`src/rtl/bedd_pkg.sv`:
```
// Package for the bitap edit distance DNA matcher.
// Holds the item structs, the token handed along the row chain and the code constants.
// No dependencies.
`default_nettype none

package bedd_pkg;

    localparam int CFG_INDEX_W = 3;
    localparam int CFG_DATA_W  = 64;
    localparam int LEN_W       = 7;
    localparam int K_W         = 4;

    localparam logic [CFG_INDEX_W-1:0] REG_MASK_A     = 3'd0;
    localparam logic [CFG_INDEX_W-1:0] REG_MASK_C     = 3'd1;
    localparam logic [CFG_INDEX_W-1:0] REG_MASK_G     = 3'd2;
    localparam logic [CFG_INDEX_W-1:0] REG_MASK_T     = 3'd3;
    localparam logic [CFG_INDEX_W-1:0] REG_PATTERN_LEN = 3'd4;
    localparam logic [CFG_INDEX_W-1:0] REG_MAX_ERRORS = 3'd5;

    localparam logic [2:0] BASE_A = 3'd0;
    localparam logic [2:0] BASE_C = 3'd1;
    localparam logic [2:0] BASE_G = 3'd2;
    localparam logic [2:0] BASE_T = 3'd3;

    typedef struct packed {
        logic [2:0] base;
        logic       last;
    } t_in_item;

    typedef struct packed {
        logic           found;
        logic [K_W-1:0] min_errors;
    } t_out_item;

    typedef struct packed {
        logic           valid;
        logic           last;
        logic [2:0]     base;
        logic           found;
        logic [K_W-1:0] min_errors;
    } t_token;

endpackage

`default_nettype wire

```
`src/rtl/bedd_cell.sv`:
```
// One row cell of the bitap chain: holds error row D and updates it from the token and rows that cell D-1 registered.
// Hands its old and new row and the item token to the next cell. Depends on bedd_pkg.
`default_nettype none

module bedd_cell #(
    parameter int W = 64,
    parameter int D = 0
) (
    input  logic                    i_clk,
    input  logic                    i_rst_n,
    input  logic                    i_en,
    input  bedd_pkg::t_token        i_tok,
    input  logic [W-1:0]            i_old,
    input  logic [W-1:0]            i_new,
    input  logic [W-1:0]            i_mask_a,
    input  logic [W-1:0]            i_mask_c,
    input  logic [W-1:0]            i_mask_g,
    input  logic [W-1:0]            i_mask_t,
    input  logic                    i_active,
    input  logic [$clog2(W)-1:0]    i_chk_idx,
    output bedd_pkg::t_token        o_tok,
    output logic [W-1:0]            o_old,
    output logic [W-1:0]            o_new
);
    import bedd_pkg::*;

    localparam logic [W-1:0]   INIT   = {W{1'b1}} << D;
    localparam logic [K_W-1:0] ROW_ID = K_W'(D);

    logic [W-1:0] r_row;
    logic [W-1:0] r_old;
    logic [W-1:0] r_new;
    t_token       r_tok;

    logic [W-1:0] base_mask;
    logic [W-1:0] upd;
    logic [W-1:0] n_row;
    logic         base_ok;
    logic         hit;
    t_token       n_tok;

    always_comb begin
        case (i_tok.base)
            BASE_A: base_mask = i_mask_a;
            BASE_C: base_mask = i_mask_c;
            BASE_G: base_mask = i_mask_g;
            BASE_T: base_mask = i_mask_t;
            default: base_mask = '1;
        endcase
        base_ok = (i_tok.base <= BASE_T);
        if (D == 0) begin
            upd = (r_row << 1) | base_mask;
        end else begin
            upd = i_old & (i_old << 1) & (i_new << 1) & ((r_row << 1) | base_mask);
        end
        n_row   = (i_tok.valid && base_ok && i_active) ? upd : r_row;
        hit     = i_active && !n_row[i_chk_idx];
        n_tok   = i_tok;
        if (!i_tok.found && hit) begin
            n_tok.found      = 1'b1;
            n_tok.min_errors = ROW_ID;
        end
    end

    always_ff @(posedge i_clk) begin
        if (!i_rst_n) begin
            r_row <= INIT;
            r_tok <= '0;
        end else if (i_en) begin
            r_tok <= n_tok;
            if (i_tok.valid) begin
                r_row <= i_tok.last ? INIT : n_row;
            end
        end
    end

    always_ff @(posedge i_clk) begin
        if (i_en) begin
            r_old <= r_row;
            r_new <= n_row;
        end
    end

    assign o_tok = r_tok;
    assign o_old = r_old;
    assign o_new = r_new;

endmodule

`default_nettype wire

```
`config.mk`:
```
export PLATFORM = sky130hd
export DESIGN_NAME = bedd_cell
export DESIGN_NICKNAME = d
export VERILOG_FILES = /design/src/rtl/bedd_pkg.sv /design/src/rtl/bedd_cell.sv
export SDC_FILE = /design/constraint.sdc
export NUM_CORES = 1
export LEC_CHECK = 0
export BUFFER_PORTS_ARGS = -buffer_cell sky130_fd_sc_hd__buf_2
export CAP_MARGIN = 5
export CELL_PAD_IN_SITES_DETAIL_PLACEMENT = 1
export CELL_PAD_IN_SITES_GLOBAL_PLACEMENT = 2
export CORE_AREA = 3 3 212 214
export CTS_BUF_LIST = sky130_fd_sc_hd__clkbuf_4
export CTS_CLUSTER_DIAMETER = 30
export DETAILED_ROUTE_END_ITERATION = 7
export DIE_AREA = 0 0 215 217
export PLACE_DENSITY_LB_ADDON = 0.3
export SETUP_SLACK_MARGIN = 0.05
export SYNTH_ARGS = -nofsm -noshare
export SYNTH_HDL_FRONTEND = slang
export SYNTH_SLANG_ARGS = --single-unit
export TNS_END_PERCENT = 30
```
`constraint.sdc`:
```
create_clock -name i_clk -period 4.5 [get_ports i_clk]
set_clock_uncertainty 0.2 [all_clocks]
set_input_delay 0.9 -clock i_clk [delete_from_list [all_inputs] [get_ports i_clk]]
set_output_delay 0.9 -clock i_clk [all_outputs]
set_load 0.01 [all_outputs]
```
## After elaboration in Yosys (flattened, before gate mapping)

Index checks and enable logic that the tools add are counted.

| word-level totals | value |
|---|---|
| logic and storage cells | 28 |
| input bits | 404 |
| register bits after elaboration | 202 |
| output and inout bits | 138 |

| cells by class | value |
|---|---|
| reductions and logical operators | 8 |
| mux-type cells | 6 |
| bitwise operators | 1 |
| equality and inequality tests | 3 |
| magnitude comparators | 2 |

Operators with widths:

| kind | number |
|---|---|
| one-hot mux 64 bit (4 select lines) | 1 |
| 2-to-1 mux 64 bit | 2 |
| bitwise OR 64 bit | 1 |
| less-than comparator 6 x 7 -> 1 bit, second input constant | 1 |
| binary-select mux 1 bit (select 6 bit) | 1 |
| == test 3 x 2 -> 1 bit, second input constant | 2 |
| 2-to-1 mux 5 bit | 1 |
| logical AND 1 bit | 4 |
| == test 3 x 1 -> 1 bit, second input constant | 1 |
| less-or-equal comparator 3 x 2 -> 1 bit, second input constant | 1 |
| logical NOT 3 bit | 1 |
| logical NOT 1 bit | 2 |
| AND reduction 2 bit | 1 |
| 2-to-1 mux 1 bit | 1 |

## Logic depth before layout (Yosys ltp)

| logic depth | value |
|---|---|
| depth in word-level cells | 10 |
| gate-level depth with buffers | 12 |
| depth with buffers taken out | 9 |

## Worst setup path after synthesis

No wires, ideal clock.

| path | value |
|---|---|
| path type | input to register |
| start point | input port i_tok[5] (netlist bit) |
| end point | register r_tok (netlist bit o_tok[4]) |
| stages | 9 |
| arrival time | 3.042 ns |
| buffers on the path | 2 |
| setup time | 0.061 ns |
| setup slack | 1.198 ns |
| required time | 4.239 ns |
| path through | buf_2 > and2_1 > buf_2 > a221o_1 > o22a_1 > a221o_1 > a32o_1 > a311oi_4 > o221a_1 |

| between the ends | value |
|---|---|
| word-level cells in the longest chain between the ends | 10 |
| elaborated cells between the ends (all ways) | 16 |
| classes of those cells | order compare (1); eq/ne (3); mux (5); bitwise (1); reduce/logical (6) |

RTL lines:

| what | RTL line | RTL |
|---|---|---|
| start: declaration | bedd_cell.sv:12 | `input bedd_pkg::t_token i_tok,` |
| == test 3 x 2 -> 1 bit, or another cell as far along | bedd_cell.sv:43 | `case (i_tok.base)` |
| one-hot mux 64 bit (4 select lines) / logical AND 1 bit (equally long branches) | bedd_cell.sv:43, bedd_cell.sv:56 |  |
| bitwise OR 64 bit / logical AND 1 bit (equally long branches) | n/a |  |
| 2-to-1 mux 64 bit * | bedd_cell.sv:56 | `n_row = (i_tok.valid && base_ok && i_active) ? upd : r_row;` |
| net n_row[48] | bedd_cell.sv:37 | `logic [W-1:0] n_row;` |
| binary-select mux 1 bit (select 6 bit) * | bedd_cell.sv:57 | `hit = i_active && !n_row[i_chk_idx];` |
| 2-to-1 mux 1 bit (not written as such) * | bedd_cell.sv:57 |  |
| logical NOT 1 bit * | bedd_cell.sv:57 |  |
| logical AND 1 bit * | bedd_cell.sv:57 |  |
| logical AND 1 bit * | bedd_cell.sv:59 | `if (!i_tok.found && hit) begin` |
| 2-to-1 mux 5 bit * | bedd_cell.sv:59 |  |
| end signal: assignment | bedd_cell.sv:70 | `r_tok <= n_tok;` |
| end: declaration | bedd_cell.sv:33 | `t_token r_tok;` |

Mark *: on every way through the listed nets, which the timed path passes. The rest lies on a longest branch. The select of a mux whose other input is x is not followed.
A chain may end at the register's enable or synchronous reset.

## Worst setup path after layout

| path | value |
|---|---|
| start point | input port i_tok[6] (netlist bit) |
| end point | register r_tok (netlist bit o_tok[4]) |

The elaborated chain is that of the path after synthesis.

==> results.cfg <==
[final_layout]
layout-drive-gt1-share_pct = 42.99
final_net_count = 1718
fill_cells = 5064
syn_to_final_growth_pct = 37.90
final_design_area_no_fill_mm2 = 0.01317

[worst_setup_path]
timing.rr.start = r_row[27]$_SDFFE_PN1P_
crit_end = o_tok[4]$_SDFFE_PN0P_
timing.reg2reg.setup_slack_ps = 1430
worst_ep_required_time_ps = 4960
critical_path.most_common_cell = sky130_fd_sc_hd__buf_4
worst_setup_path_startpoint = i_tok[6]
timing.critical_path.fanout_max = 25
critical_path.slowest_cell = sky130_fd_sc_hd__a311oi_4
ff2ff_path_depth = 8
r2r_end = o_tok[4]$_SDFFE_PN0P_
worstSetupStartpointType = input pin
cp_cell_sequence = buf_4 > buf_4 > mux2_2 > a21oi_1 > o21ai_0 > a22o_1 > o311a_1 > a311oi_4 > o221a_1
cp.arrival_ps = 4060
crit_path_end_kind = flop
cpPeakStageDelay_ps = 450
crit_type = in2reg

[sta]
achievable-frequency_ghz = 0.2780
post-route-worst-setup-slack_ps = 903.4
finalMaxSlewViolations = 0
setup_viol_count_final = 0
final_report_hold_violation_count = 0
grt_setup_unrepaired = no
fin_setup_tns_ps = 0
finalCritPeriodShare_pct = 79.93
timing_worst_slew_pin_value_ps = 988.8
final_period_minus_worst_setup_slack_ps = 3597
max_slew_margin_pct = 34.08

[power_and_ir_drop]
leakagePower_nw = 4.827
power.density_cell_area_mw_per_mm2 = 319.5
totalPowerFinal_mw = 4.208
worst_ir_drop_vdd_v = 0.0001063

[synthesis]
synth_compound_gate_area_share_pct = 21.10
syn_area_per_cell_um2 = 10.89
synth_simple_gate_area_share_pct = 11.03
ys_ff_latch = 202
yosys-mux-area-fraction_pct = 8.148
netlist-cell-type-count = 53
synth_top_family_by_area = compound AO/OA/AOI/OAI gates
synth_async_sr_flop_share_pct = 0
synth_cells = 877
ys_dominant_reg_cell = sky130_fd_sc_hd__edfxtp_1
synth_area_in_xor_xnor_pct = 0
syn-cell-area_mm2 = 0.009552
synth.yosys.seq_area_share_pct = 55.75
number_of_enable_type_register_cells_in_the_synthesized_netlist = 128
synth_fp_nets = 1281
synth_fa_ha_area_share_pct = 0
yosysWarnings = 0

[route]
drt_wl_total_um = 48110
post_detailed_route_drc_marker_count = 0
detail_route.first_pass.iterations = 4
wl_per_cell_um = 24.65
routed-via-count = 9231
post_dr_vias_cell = 4.729
starting_drt_drc_count = 575
detail-route-antenna-nets = 0

[cts]
cts_buffers = 59
insertion_delay_ps = 750
clock_tree.root_cell = sky130_fd_sc_hd__clkbuf_4
cts.sink_count = 202
cts-resized-gates = 0
cts_max_level = 2
cts_tree = yes
cts.path.max_buffers = 3
cts_post_setup_buffers_inserted = 0
cts_hold_buffers_added = 0
clk_pin_slew_worst_paths_ps = 60

[global_routing]
grt_pass1_wl_um = 68260
grt_pass1_vias = 9843
grt_max_degree = 83
overflow = 0
global_route.usage.total_pct = 19.87
antenna_violations_before_repair = 5

[die]
die_y_um = 217
floorplan.die_area_mm2 = 0.04666
rows = 76
initial_cell_density_of_the_core_pct = 22.17
core_area_mm2 = 0.04308
die_extent_in_x_um = 215
io_pins = 542

[place]
numPortBuffers = 413
dpl-instance-area_mm2 = 0.01241
pre_cts_slack_ps = 78.80
dp.final_hpwl_um = 35720
final_replace_weighted_congestion = 0.7857

[worst_hold_path]
min-delay-path-class = reg2reg
holdPathStages = 0

[status]
run_status = finished clean

[flow_run]
cap_viol_max_count = 0
==> synthesized netlist by cell type (2+ instances only) <==
| library cell | instances | area, um2 |
|---|---|---|
| sky130_fd_sc_hd__nor3_1 | 4 | 20.02 |
| sky130_fd_sc_hd__a31o_2 | 2 | 17.52 |
| sky130_fd_sc_hd__clkbuf_1 | 27 | 101.4 |
| sky130_fd_sc_hd__a31oi_1 | 15 | 93.84 |
| sky130_fd_sc_hd__o22ai_1 | 65 | 406.6 |
| sky130_fd_sc_hd__mux4_2 | 4 | 90.09 |
| sky130_fd_sc_hd__nand3b_1 | 6 | 45.04 |
| sky130_fd_sc_hd__a21o_1 | 2 | 15.01 |
| sky130_fd_sc_hd__o211ai_1 | 6 | 45.04 |
| sky130_fd_sc_hd__and3b_1 | 2 | 17.52 |
| sky130_fd_sc_hd__nand2b_1 | 7 | 43.79 |
| sky130_fd_sc_hd__o2111ai_1 | 2 | 17.52 |
| sky130_fd_sc_hd__nor2b_1 | 13 | 81.33 |
| sky130_fd_sc_hd__a22oi_1 | 9 | 67.56 |
| sky130_fd_sc_hd__nand4_1 | 7 | 43.79 |
| sky130_fd_sc_hd__a221oi_2 | 4 | 60.06 |
| sky130_fd_sc_hd__and3_1 | 5 | 31.28 |
| sky130_fd_sc_hd__nand2_1 | 86 | 322.8 |
| sky130_fd_sc_hd__o21ai_0 | 28 | 140.1 |
| sky130_fd_sc_hd__inv_1 | 5 | 18.77 |
| sky130_fd_sc_hd__mux2_2 | 21 | 236.5 |
| sky130_fd_sc_hd__o22a_1 | 14 | 122.6 |
| sky130_fd_sc_hd__dfxtp_1 | 74 | 1481 |
| sky130_fd_sc_hd__a211oi_1 | 13 | 97.59 |
| sky130_fd_sc_hd__o31a_1 | 2 | 17.52 |
| sky130_fd_sc_hd__a221oi_1 | 13 | 113.9 |
| sky130_fd_sc_hd__buf_6 | 5 | 56.30 |
| sky130_fd_sc_hd__nor2_1 | 86 | 322.8 |
| sky130_fd_sc_hd__and2_1 | 4 | 25.02 |
| sky130_fd_sc_hd__a32oi_1 | 2 | 17.52 |
| sky130_fd_sc_hd__a2111oi_0 | 2 | 17.52 |
| sky130_fd_sc_hd__buf_1 | 14 | 52.55 |
| sky130_fd_sc_hd__o311a_1 | 2 | 20.02 |
| sky130_fd_sc_hd__a22o_1 | 7 | 61.31 |
| sky130_fd_sc_hd__mux2i_1 | 44 | 440.4 |
| sky130_fd_sc_hd__buf_2 | 30 | 150.1 |
| sky130_fd_sc_hd__a221o_1 | 24 | 240.2 |
| sky130_fd_sc_hd__edfxtp_1 | 128 | 3844 |
| sky130_fd_sc_hd__a21oi_1 | 68 | 340.3 |
| sky130_fd_sc_hd__nand3_1 | 10 | 50.05 |
| sky130_fd_sc_hd__o21a_1 | 3 | 22.52 |
==> where the power goes <==
part	switching [mW]	internal [mW]
Clock	0.841	0.899
Sequential	0.00339	1.97
Combinational	0.293	0.202
==> placed cells by master, fill, tap and decap left out, types with 3 or more instances in the layout <==
cell type / synthesis / final
sky130_fd_sc_hd__buf_2: 30 / 409
sky130_fd_sc_hd__edfxtp_1: 128 / 128
sky130_fd_sc_hd__nor2_1: 86 / 86
sky130_fd_sc_hd__nand2_1: 86 / 86
sky130_fd_sc_hd__clkbuf_4: 0 / 81
sky130_fd_sc_hd__dfxtp_1: 74 / 74
sky130_fd_sc_hd__a21oi_1: 68 / 68
sky130_fd_sc_hd__o22ai_1: 65 / 65
sky130_fd_sc_hd__mux2i_1: 44 / 44
sky130_fd_sc_hd__buf_4: 0 / 36
sky130_fd_sc_hd__o21ai_0: 28 / 28
sky130_fd_sc_hd__a221o_1: 24 / 24
sky130_fd_sc_hd__mux2_2: 21 / 21
sky130_fd_sc_hd__clkinv_1: 0 / 19
sky130_fd_sc_hd__a31oi_1: 15 / 15
sky130_fd_sc_hd__o22a_1: 14 / 14
sky130_fd_sc_hd__a211oi_1: 13 / 13
sky130_fd_sc_hd__a221oi_1: 13 / 13
sky130_fd_sc_hd__nor2b_1: 13 / 11
sky130_fd_sc_hd__nand3_1: 10 / 10
sky130_fd_sc_hd__a22oi_1: 9 / 9
sky130_fd_sc_hd__a22o_1: 7 / 7
sky130_fd_sc_hd__nand4_1: 7 / 7
sky130_fd_sc_hd__clkinv_2: 0 / 7
sky130_fd_sc_hd__nand2b_1: 7 / 6
sky130_fd_sc_hd__o211ai_1: 6 / 6
sky130_fd_sc_hd__nand3b_1: 6 / 6
sky130_fd_sc_hd__buf_12: 0 / 6
sky130_fd_sc_hd__inv_1: 5 / 5
sky130_fd_sc_hd__and3_1: 5 / 5
sky130_fd_sc_hd__diode_2: 0 / 4
sky130_fd_sc_hd__a221oi_2: 4 / 4
sky130_fd_sc_hd__mux4_2: 4 / 4
sky130_fd_sc_hd__and2_1: 4 / 3
sky130_fd_sc_hd__nor3_1: 4 / 3
sky130_fd_sc_hd__o21a_1: 3 / 3
==> how the worst min path moves through the flow <==
stage / startpoint / end / slack, ps
finish: r_row[63]$_SDFFE_PN1P_ / o_old[63]$_DFFE_PP_ / 270
global placement: r_row[63]$_SDFFE_PN1P_ / o_old[63]$_DFFE_PP_ / 250
detailed placement: r_row[63]$_SDFFE_PN1P_ / o_old[63]$_DFFE_PP_ / 260
global route: i_en / o_old[15]$_DFFE_PP_ / 200
CTS: i_tok[3] / o_tok[3]$_SDFFE_PN0P_ / 170
floorplan: r_row[63]$_SDFFE_PN1P_ / o_old[63]$_DFFE_PP_ / 230
==> per-layer routing <==
metal,part of all wire (%),up-vias,global-route usage [%]
li1,-,4297,-
met4,1.4,2,4.208
met2,48,378,32.95
met5,0.019,-,0
met1,44,4502,26.27
met3,7.3,52,5.152
==> cell families (layout without fill, tap and decap cells) <==
logic type,count (synthesis),count (layout)
muxes,70,70
buffers and inverters,81,567
and+or+nand+nor,235,235
AOI/OAI and AO/OA,289,289
other,0,4
DFF,202,202
==> registers in the layout, summed over array words and instances (netlist names) <==
| name | count |
|---|---|
| o_new | 64 |
| o_old | 64 |
| r_row | 64 |
| o_tok | 10 |
==> stage by stage <==
stage | util, % | hold slack [ps] | cells
2_1_floorplan | - | 231.2 | 877
3_3_place_gp | 28.80 | 250.5 | 1838
3_5_place_dp | 28.80 | 261.3 | 1838
4_1_cts | 30.55 | 165.7 | 1948
5_1_grt | 30.57 | 203.7 | 1951
6_report | 30.58 | 270.1 | 1952
==> final cells by class <==
cell class | count | area (um2) | area share [%]
inverter | 5 | 18.77 | 0.1425
clock buffer | 81 | 608.1 | 4.617
tap | 585 | 732.0 | 5.557
multi-input combinational | 594 | 3881 | 29.47
clock inverter | 29 | 147.6 | 1.121
antenna | 4 | 10.01 | 0.07599
timing repair buffer | 452 | 2449 | 18.59
sequential | 202 | 5325 | 40.43
==> worst max-delay path: cells and delay by family <==
| kind | cells | cell delay [ps] |
|---|---|---|
| AOI/OAI and AO/OA | 6 | 1920 |
| buffers and inverters | 2 | 790 |
| muxes | 1 | 390 |
(Power assumes the default switching activity.)
